### config.mk
export PLATFORM = sky130hd
export DESIGN_NAME = tdc_readout_word_filter
export DESIGN_NICKNAME = d
export VERILOG_FILES = /design/src/rtl/twf_pkg.sv /design/src/rtl/twf_fifo.sv /design/src/rtl/twf_front.sv /design/src/rtl/twf_back.sv /design/src/rtl/tdc_readout_word_filter.sv
export SDC_FILE = /design/constraint.sdc
export NUM_CORES = 1
export LEC_CHECK = 0
export BUFFER_PORTS_ARGS = -buffer_cell sky130_fd_sc_hd__buf_2
export CAP_MARGIN = 20
export CORE_MARGIN = 2
export CORE_UTILIZATION = 55
export DETAILED_ROUTE_END_ITERATION = 7
export MAX_ROUTING_LAYER = met4
export PLACE_DENSITY = 0.75
export SYNTH_ARGS = -nofsm -noshare
export SYNTH_HDL_FRONTEND = slang
export SYNTH_SLANG_ARGS = --single-unit
### constraint.sdc
create_clock -name clk -period 5.4 [get_ports clk]
set_clock_uncertainty 0.2 [all_clocks]
set_input_delay 0.54 -clock clk [delete_from_list [all_inputs] [get_ports clk]]
set_output_delay 0.54 -clock clk [all_outputs]
set_load 0.05 [all_outputs]
### src/rtl/twf_pkg.sv
// Shared types and codes for the readout word filter.
`default_nettype none
package twf_pkg;

    localparam int WORD_W = 16;
    localparam int CHAN_W = 5;
    localparam int FINE_W = 10;
    localparam int TIME_W = 17;
    localparam int SEP_W  = 10;
    localparam logic [SEP_W-1:0] SEP_RESET = 10'd100;

    typedef enum logic [1:0] {
        REQ_HEADER = 2'd0,
        REQ_BLOCK  = 2'd1,
        REQ_DIRECT = 2'd2,
        REQ_UNUSED = 2'd3
    } req_t;

    typedef enum logic [3:0] {
        ST_GOOD      = 4'd0,
        ST_END       = 4'd1,
        ST_ORDER     = 4'd2,
        ST_TRIPLE    = 4'd3,
        ST_CLOSE     = 4'd4,
        ST_LAST      = 4'd5,
        ST_MARKER    = 4'd6,
        ST_HEADER    = 4'd7,
        ST_NO_HEADER = 4'd8,
        ST_HALF      = 4'd9
    } status_t;

    // Classified item handed from the front to the back.
    typedef struct packed {
        req_t              op;
        logic [WORD_W-1:0] word;
        logic              last;
        logic              end_mark;
    } cmd_t;

    // One result transaction.
    typedef struct packed {
        status_t           status;
        logic [CHAN_W-1:0] channel;
        logic [TIME_W-1:0] hit_time;
        logic              edge_rec;
        logic              edge_mode;
        logic [1:0]        shift_val;
        logic              single_mode;
    } res_t;

endpackage
`default_nettype wire

### src/rtl/twf_fifo.sv
// Small first-in first-out queue with full and empty flags.
`default_nettype none
module twf_fifo #(
    parameter int WIDTH = 8,
    parameter int DEPTH = 4
) (
    input  wire logic             clk,
    input  wire logic             rst_n,
    input  wire logic             wr_en,
    input  wire logic [WIDTH-1:0] wr_data,
    input  wire logic             rd_en,
    output logic      [WIDTH-1:0] rd_data,
    output logic                  full,
    output logic                  empty
);
    localparam int PTR_W = (DEPTH > 1) ? $clog2(DEPTH) : 1;
    localparam int CNT_W = $clog2(DEPTH + 1);
    localparam logic [PTR_W-1:0] PTR_LAST = PTR_W'(DEPTH - 1);
    localparam logic [CNT_W-1:0] CNT_FULL = CNT_W'(DEPTH);

    logic [WIDTH-1:0] mem [DEPTH];
    logic [PTR_W-1:0] wr_ptr_reg, wr_ptr_next;
    logic [PTR_W-1:0] rd_ptr_reg, rd_ptr_next;
    logic [CNT_W-1:0] count_reg, count_next;
    logic             do_wr, do_rd;

    assign full    = (count_reg == CNT_FULL);
    assign empty   = (count_reg == '0);
    assign do_wr   = wr_en && !full;
    assign do_rd   = rd_en && !empty;
    assign rd_data = mem[rd_ptr_reg];

    always_comb
    begin
        wr_ptr_next = wr_ptr_reg;
        rd_ptr_next = rd_ptr_reg;
        count_next  = count_reg;
        if (do_wr)
        begin
            wr_ptr_next = (wr_ptr_reg == PTR_LAST) ? '0 : wr_ptr_reg + 1'b1;
        end
        if (do_rd)
        begin
            rd_ptr_next = (rd_ptr_reg == PTR_LAST) ? '0 : rd_ptr_reg + 1'b1;
        end
        if (do_wr && !do_rd)
        begin
            count_next = count_reg + 1'b1;
        end
        else if (do_rd && !do_wr)
        begin
            count_next = count_reg - 1'b1;
        end
    end

    always_ff @(posedge clk or negedge rst_n)
    begin
        if (!rst_n)
        begin
            wr_ptr_reg <= '0;
            rd_ptr_reg <= '0;
            count_reg  <= '0;
        end
        else
        begin
            wr_ptr_reg <= wr_ptr_next;
            rd_ptr_reg <= rd_ptr_next;
            count_reg  <= count_next;
        end
    end

    always_ff @(posedge clk)
    begin
        if (do_wr)
        begin
            mem[wr_ptr_reg] <= wr_data;
        end
    end

endmodule
`default_nettype wire

### src/rtl/twf_front.sv
// Front end: accept input words, classify them and drop unused selectors.
`default_nettype none
module twf_front
    import twf_pkg::*;
(
    input  wire logic              push,
    input  wire logic              cmd_full,
    input  wire logic [1:0]        req_type,
    input  wire logic [WORD_W-1:0] word,
    input  wire logic [WORD_W-1:0] next_word,
    input  wire logic              last_in_block,
    output logic                   cmd_push,
    output cmd_t                   cmd
);
    req_t op;

    assign op = req_t'(req_type);

    always_comb
    begin
        cmd.op       = op;
        cmd.word     = word;
        cmd.last     = last_in_block;
        // two zero words in a row end the data, unless this is the last word
        cmd.end_mark = (word == '0) && (next_word == '0) && !last_in_block;
        cmd_push     = push && !cmd_full && (op != REQ_UNUSED);
    end

endmodule
`default_nettype wire

### src/rtl/twf_back.sv
// Back end: header registers, channel history filter and double-word pairing.
`default_nettype none
module twf_back
    import twf_pkg::*;
(
    input  wire logic             clk,
    input  wire logic             rst_n,
    input  wire logic             cfg_wr_en,
    input  wire logic [SEP_W-1:0] cfg_wr_data,
    input  wire logic             cmd_valid,
    input  wire cmd_t             cmd,
    output logic                  cmd_pop,
    input  wire logic             res_full,
    output logic                  res_push,
    output res_t                  res
);
    logic [SEP_W-1:0]  sep_reg;
    logic              edge_reg, edge_next;
    logic [1:0]        shift_reg, shift_next;
    logic              single_reg, single_next;
    logic [CHAN_W-1:0] prev_chan_reg, prev_chan_next;
    logic              prev_valid_reg, prev_valid_next;
    logic [CHAN_W-1:0] prev2_chan_reg, prev2_chan_next;
    logic              prev2_valid_reg, prev2_valid_next;
    logic [FINE_W-1:0] prev_time_reg, prev_time_next;
    logic              half_pend_reg, half_pend_next;
    logic [WORD_W-1:0] half_time_reg, half_time_next;
    logic [CHAN_W-1:0] half_chan_reg, half_chan_next;

    logic [WORD_W-1:0] w;
    logic [CHAN_W-1:0] chan;
    logic [FINE_W-1:0] fine;
    logic [WORD_W-1:0] byte_t;
    logic [FINE_W-1:0] abs_diff;
    logic              too_close;
    logic              fire;

    assign fire     = cmd_valid && !res_full;
    assign cmd_pop  = fire;
    assign res_push = fire;

    assign w      = cmd.word;
    assign chan   = w[14:10];
    assign fine   = edge_reg ? {1'b0, w[8:0]} : w[9:0];
    assign byte_t = w[8] ? {w[7:0], 8'h00} : {8'h00, w[7:0]};
    assign abs_diff = (fine >= prev_time_reg) ? (fine - prev_time_reg)
                                               : (prev_time_reg - fine);
    assign too_close = (abs_diff < sep_reg);

    always_comb
    begin
        edge_next        = edge_reg;
        shift_next       = shift_reg;
        single_next      = single_reg;
        prev_chan_next   = prev_chan_reg;
        prev_valid_next  = prev_valid_reg;
        prev2_chan_next  = prev2_chan_reg;
        prev2_valid_next = prev2_valid_reg;
        prev_time_next   = prev_time_reg;
        half_pend_next   = half_pend_reg;
        half_time_next   = half_time_reg;
        half_chan_next   = half_chan_reg;
        res.status       = ST_GOOD;
        res.channel      = chan;
        res.hit_time     = '0;
        res.edge_rec     = 1'b0;

        case (cmd.op)
            REQ_HEADER:
            begin
                edge_next   = w[10];
                shift_next  = w[9:8];
                single_next = ~w[14];
                res.status  = w[15] ? ST_HEADER : ST_NO_HEADER;
                res.channel = '0;
            end
            REQ_BLOCK:
            begin
                res.hit_time = TIME_W'(fine);
                if (cmd.end_mark)
                begin
                    res.status = ST_END;
                end
                else if (prev_valid_reg && chan < prev_chan_reg)
                begin
                    res.status = ST_ORDER;
                end
                else if (prev_valid_reg && chan == prev_chan_reg && prev2_valid_reg
                         && prev2_chan_reg == prev_chan_reg)
                begin
                    res.status = ST_TRIPLE;
                end
                else if (prev_valid_reg && chan == prev_chan_reg && too_close)
                begin
                    res.status = ST_CLOSE;
                end
                else
                begin
                    // record the hit, then drop tracking on the last word
                    prev_time_next   = fine;
                    prev2_chan_next  = prev_chan_reg;
                    prev2_valid_next = prev_valid_reg;
                    prev_chan_next   = chan;
                    prev_valid_next  = 1'b1;
                    res.status       = cmd.last ? ST_LAST : ST_GOOD;
                end
                if (res.status != ST_GOOD)
                begin
                    prev_chan_next   = '0;
                    prev_valid_next  = 1'b0;
                    prev2_chan_next  = '0;
                    prev2_valid_next = 1'b0;
                end
            end
            REQ_DIRECT:
            begin
                if (w[15])
                begin
                    res.status     = ST_MARKER;
                    half_pend_next = 1'b0;
                end
                else if (single_reg)
                begin
                    res.hit_time = TIME_W'(fine);
                    res.edge_rec = w[9];
                end
                else if (!half_pend_reg)
                begin
                    res.status     = ST_HALF;
                    res.hit_time   = TIME_W'(byte_t);
                    res.edge_rec   = w[9];
                    half_time_next = byte_t;
                    half_chan_next = chan;
                    half_pend_next = 1'b1;
                end
                else
                begin
                    res.hit_time   = TIME_W'(half_time_reg) + TIME_W'(byte_t);
                    res.edge_rec   = w[9];
                    res.channel    = half_chan_reg;
                    half_pend_next = 1'b0;
                end
            end
            default:
            begin
                res.status = ST_GOOD;
            end
        endcase

        res.edge_mode   = edge_next;
        res.shift_val   = shift_next;
        res.single_mode = single_next;
    end

    always_ff @(posedge clk or negedge rst_n)
    begin
        if (!rst_n)
        begin
            sep_reg         <= SEP_RESET;
            edge_reg        <= 1'b0;
            shift_reg       <= '0;
            single_reg      <= 1'b0;
            prev_chan_reg   <= '0;
            prev_valid_reg  <= 1'b0;
            prev2_chan_reg  <= '0;
            prev2_valid_reg <= 1'b0;
            prev_time_reg   <= '0;
            half_pend_reg   <= 1'b0;
            half_time_reg   <= '0;
            half_chan_reg   <= '0;
        end
        else
        begin
            if (cfg_wr_en)
            begin
                sep_reg <= cfg_wr_data;
            end
            if (fire)
            begin
                edge_reg        <= edge_next;
                shift_reg       <= shift_next;
                single_reg      <= single_next;
                prev_chan_reg   <= prev_chan_next;
                prev_valid_reg  <= prev_valid_next;
                prev2_chan_reg  <= prev2_chan_next;
                prev2_valid_reg <= prev2_valid_next;
                prev_time_reg   <= prev_time_next;
                half_pend_reg   <= half_pend_next;
                half_time_reg   <= half_time_next;
                half_chan_reg   <= half_chan_next;
            end
        end
    end

endmodule
`default_nettype wire

### src/rtl/tdc_readout_word_filter.sv
// Top level of the readout word filter: front end, command queue, back end, result queue.
//
//  channel   handshake          payload
//  -------   ---------          -------------------------------------------------
//  input     push / full        req_type, word, next_word, last_in_block
//  result    empty / pop        status, channel, hit_time, edge_rec, edge_mode,
//                               shift_val, single_mode
//  config    cfg_wr_en          cfg_wr_data (min_separation, 10 bits)
//
//  One word per cycle sustained while neither queue is full. An accepted word is
//  written into the command queue, passes through the back end's combinational
//  filter into the result queue and is then shown on the result ports, where
//  pop can take it.
//  A word with the unused selector is accepted and dropped with no result.
//  Reset clears the queues, the header registers and the channel history, and
//  loads min_separation with 100.
//  When pop stalls, the result queue fills, then the back end holds, then the
//  command queue fills and full rises; each side stalls on its own.
`default_nettype none
module tdc_readout_word_filter
    import twf_pkg::*;
#(
    parameter int CMD_DEPTH = 4,
    parameter int RES_DEPTH = 2
) (
    input  wire logic              clk,
    input  wire logic              rst_n,
    input  wire logic              push,
    output logic                   full,
    input  wire logic [1:0]        req_type,
    input  wire logic [WORD_W-1:0] word,
    input  wire logic [WORD_W-1:0] next_word,
    input  wire logic              last_in_block,
    output logic                   empty,
    input  wire logic              pop,
    output logic [3:0]             status,
    output logic [CHAN_W-1:0]      channel,
    output logic [TIME_W-1:0]      hit_time,
    output logic                   edge_rec,
    output logic                   edge_mode,
    output logic [1:0]             shift_val,
    output logic                   single_mode,
    input  wire logic              cfg_wr_en,
    input  wire logic [SEP_W-1:0]  cfg_wr_data
);
    cmd_t cmd_in, cmd_out;
    logic cmd_push, cmd_pop, cmd_full, cmd_empty;
    res_t res_in, res_out;
    logic res_push, res_full;

    // Accept whenever the command queue has room; classify on the way in.
    assign full = cmd_full;

    twf_front u_front (
        .push          (push),
        .cmd_full      (cmd_full),
        .req_type      (req_type),
        .word          (word),
        .next_word     (next_word),
        .last_in_block (last_in_block),
        .cmd_push      (cmd_push),
        .cmd           (cmd_in)
    );

    twf_fifo #(
        .WIDTH ($bits(cmd_t)),
        .DEPTH (CMD_DEPTH)
    ) u_cmd_q (
        .clk     (clk),
        .rst_n   (rst_n),
        .wr_en   (cmd_push),
        .wr_data (cmd_in),
        .rd_en   (cmd_pop),
        .rd_data (cmd_out),
        .full    (cmd_full),
        .empty   (cmd_empty)
    );

    // Advance one command per cycle while the result queue has room.
    twf_back u_back (
        .clk         (clk),
        .rst_n       (rst_n),
        .cfg_wr_en   (cfg_wr_en),
        .cfg_wr_data (cfg_wr_data),
        .cmd_valid   (!cmd_empty),
        .cmd         (cmd_out),
        .cmd_pop     (cmd_pop),
        .res_full    (res_full),
        .res_push    (res_push),
        .res         (res_in)
    );

    twf_fifo #(
        .WIDTH ($bits(res_t)),
        .DEPTH (RES_DEPTH)
    ) u_res_q (
        .clk     (clk),
        .rst_n   (rst_n),
        .wr_en   (res_push),
        .wr_data (res_in),
        .rd_en   (pop),
        .rd_data (res_out),
        .full    (res_full),
        .empty   (empty)
    );

    // Present the oldest result transaction.
    assign status      = res_out.status;
    assign channel     = res_out.channel;
    assign hit_time    = res_out.hit_time;
    assign edge_rec    = res_out.edge_rec;
    assign edge_mode   = res_out.edge_mode;
    assign shift_val   = res_out.shift_val;
    assign single_mode = res_out.single_mode;

endmodule
`default_nettype wire

==> results.cfg <==
[synth]
synth-async-reset-ratio = 0.327
yosys.cell_types.count = 63
synth_area_um2 = 10600
synth-edff-count = 142
synth_warnings = 0
synth_area_per_cell_um2 = 12.9
ys.flop_type = edfxtp_1
synth_compound_area_frac = 0.0979
netlist_instances = 815
yosys.area_share.simple = 0.0827
synth-xor-area-share = 0.0291
synth.area.mux_share = 0.111
synth_nets = 929
synth_top_family_by_area = multiplexers
yosysSeqAreaShare = 0.568
synth_fa_ha_area_frac = 0.0787
synth_seq_cells = 211

[final_layout]
stdcell_count = 1178
area_growth_pct = 15.7
fin_util = 0.651
final.fill_count = 1392
antenna_cells = 0
final_common_cell = edfxtp_1
largest_register_ffs = 80
final_cell_mix = edfxtp_1, buf_2, dfrtp_1, nand2_1, ha_1
fin_nets = 1042
drive_above_1_share = 0.269

[global_route]
grt-ovfl-total = 0
grt_max_degree = 52
first_global_vias = 6709
grt_pass1_wl_mm = 34.7
antenna_found_initial = 0
grt.total_usage = 0.226

[sta]
drv_slew = 0
relSlewSlack = 0.310
worstMarginPinSlew_ns = 1.04
fmax_mhz = 193
final.min_clock_period_ns = 5.17
finalSetupViolCount = 0
post-route-period-util = 0.958
final-hold-violation-count = 0
hold_slack_ns = 0.0383

[clock_network]
clk_pin_slew_ns = 0.07
cts_buffers = 22
cts.path.max_buffers = 3
h-tree-depth = 1
insertion_delay_ns = 0.51
cts_tree = yes
root_buffer = clkbuf_16
cts.sinks = 211

[floorplanning]
die_area_um2 = 20300
initial_core_util = 0.562
die_y_um = 143
rows = 50
ioPinCount = 83
core-area_um2 = 18800
chipWidth_um = 143

[detailed_routing]
wl_met1_mm = 9.33
dr_wl_met3_mm = 1.08
ant_nets = 0
wl_per_cell_um = 18.4
highest_layer = met4
first_pass_iters = 4
via_per_inst = 5.68
drc = 0
vias = 6686
first_iter_violations = 353
routed_wl_mm = 21.7
wl_met2_mm = 10.7

[setup_path]
endpoint_kind = register
timing_worst_setup_path_type = register to register
cp_data_arrival_time_ns = 5.20
crit_family = compound AO/OA/AOI/OAI gates
critPathLaunchType = register
crit_required_ns = 5.42
path_max_fanout = 11
crit_path_top_delay_cell = dfrtp_2
reg2reg_from = u_cmd_q.rd_ptr_reg[0]$_DFFE_PN0P_
max_stage_delay_ns = 0.44
cp_cell_sequence = buf_12 > buf_12 > mux2i_1 > mux2_2 > ha_1 > and3_1 > o211a_1 > a21boi_4 > or2_4 > mux2i_2 > o221ai_1 > xor2_1 > ha_1 > and4_1 > a2111oi_2 > o21ai_1 > a31oi_1 > buf_4 > o21ai_0 > nand4b_1 > o21ai_0
startpoint = u_cmd_q.rd_ptr_reg[0]$_DFFE_PN0P_
cp.buffers_inverters = 3

[hold_path]
hold_class = input port to register
worstHoldStart = cfg_wr_data[4]

[placed_design]
placed_cells = 1130
io_buffers = 82
place.gp.congestion = 0.889
dpl.hpwl_mm = 15.5

[status]
status = finished clean

[job]
cap_viol_max_count = 0
cells by family (layout without fill, tap and decap cells):
| family | count (synthesis) | in the layout |
|---|---|---|
| fa+ha+maj | 64 | 64 |
| mux | 83 | 83 |
| flops | 211 | 211 |
| xor+xnor | 35 | 35 |
| buf+inv | 85 | 214 |
| simple gates | 176 | 176 |
| compound gates | 161 | 161 |
final cells by class:
cell class | instances | area, µm² | area share
clock buffer | 26 | 566 | 0.0463
clock inverter | 14 | 136 | 0.0112
inverter | 54 | 203 | 0.0166
multi-input combinational | 519 | 4290 | 0.352
sequential | 211 | 6000 | 0.491
tap | 234 | 293 | 0.0240
timing repair buffer | 120 | 723 | 0.0592
worst reg2reg max path: stages, from the launching register on:
cell       delay, ns
dfrtp_2         0.44
buf_12          0.16
buf_12          0.14
mux2i_1         0.11
mux2_2          0.33
ha_1            0.32
and3_1          0.21
o211a_1         0.21
a21boi_4        0.28
or2_4           0.21
mux2i_2         0.25
o221ai_1        0.16
xor2_1          0.17
ha_1            0.30
and4_1          0.23
a2111oi_2       0.37
o21ai_1         0.12
a31oi_1         0.17
buf_4           0.16
o21ai_0         0.11
nand4b_1        0.10
o21ai_0         0.13
through the flow:
step	instance area (µm²)	TNS, ns	worst slack [ns]
after floorplan	10600	0	0.0126
after global placement	11400	0	0.0531
after detailed placement	11400	-1.42	-0.132
after CTS	12100	0	0.0117
after global routing	12200	-0.0479	-0.0217
final	12200	0	0.228
path summary, 6_finish.rpt:
check                           slack [ns]  cells after the start                                    to
worst max-delay path                  0.23                     21          u_res_q.mem[0][27]$_DFFE_PP_
worst min-delay path                  0.04                      3         u_back.sep_reg[4]$_DFFE_PN0P_
worst max register to register        0.23                     21          u_res_q.mem[0][27]$_DFFE_PP_
worst min register to register        0.29                      2  u_back.half_time_reg[11]$_DFFE_PN0P_
max in group asynchronous             3.56                      3     u_cmd_q.rd_ptr_reg[0]$_DFFE_PN0P_
min in group asynchronous             0.33                      2         u_back.sep_reg[0]$_DFFE_PN0P_
per-layer routing:
layer / vias to the layer above / track usage
li1: 3205 / -
met3: 37 / 0.0353
met5: - / -
met1: 3268 / 0.289
met2: 176 / 0.378
met4: 0 / 0.0641
cell usage after synthesis, types with 2 or more instances:
master,n,area (µm²)
inv_1,53,199
nand2_1,60,225
a31oi_1,4,25.0
buf_2,9,45.0
nor4_1,8,50.1
xor2_1,14,123
edfxtp_1,142,4260
mux2i_1,5,50.1
ha_1,60,751
o21a_1,4,30.0
o211ai_1,2,15.0
o21ai_0,56,280
a22oi_1,5,37.5
nor3b_1,4,30.0
clkbuf_1,15,56.3
mux4_2,19,428
or2_2,2,12.5
buf_6,2,22.5
a211o_1,2,17.5
a21oi_1,35,175
o21bai_1,2,15.0
fa_1,4,80.1
mux2_2,52,586
nor3_1,5,25.0
dfrtp_1,66,1650
nor2b_1,14,87.6
and2_1,9,56.3
a2111oi_0,2,17.5
a21boi_0,3,22.5
xnor2_1,21,184
nand3_1,9,45.0
nor2_1,36,135
nand2b_1,8,50.1
dfstp_2,3,78.8
nand4_1,7,43.8
mux2_4,7,105
and3_1,3,18.8
buf_1,5,18.8
a21o_1,17,128
a22o_1,11,96.3
or3_1,5,31.3
a221o_1,3,30.0
a311oi_1,2,17.5
repair_timing:
item                       4_1_cts  5_1_grt
resized for setup                4       14
buffers inserted                 0        7
setup endpoints to repair       16       26
hold buffers                     1        0
hold endpoints to repair        15        0
pin swaps                        1        3
Power is not shown: default switching activity piles up to over one toggle a cycle in this logic, so the estimate is an artifact.
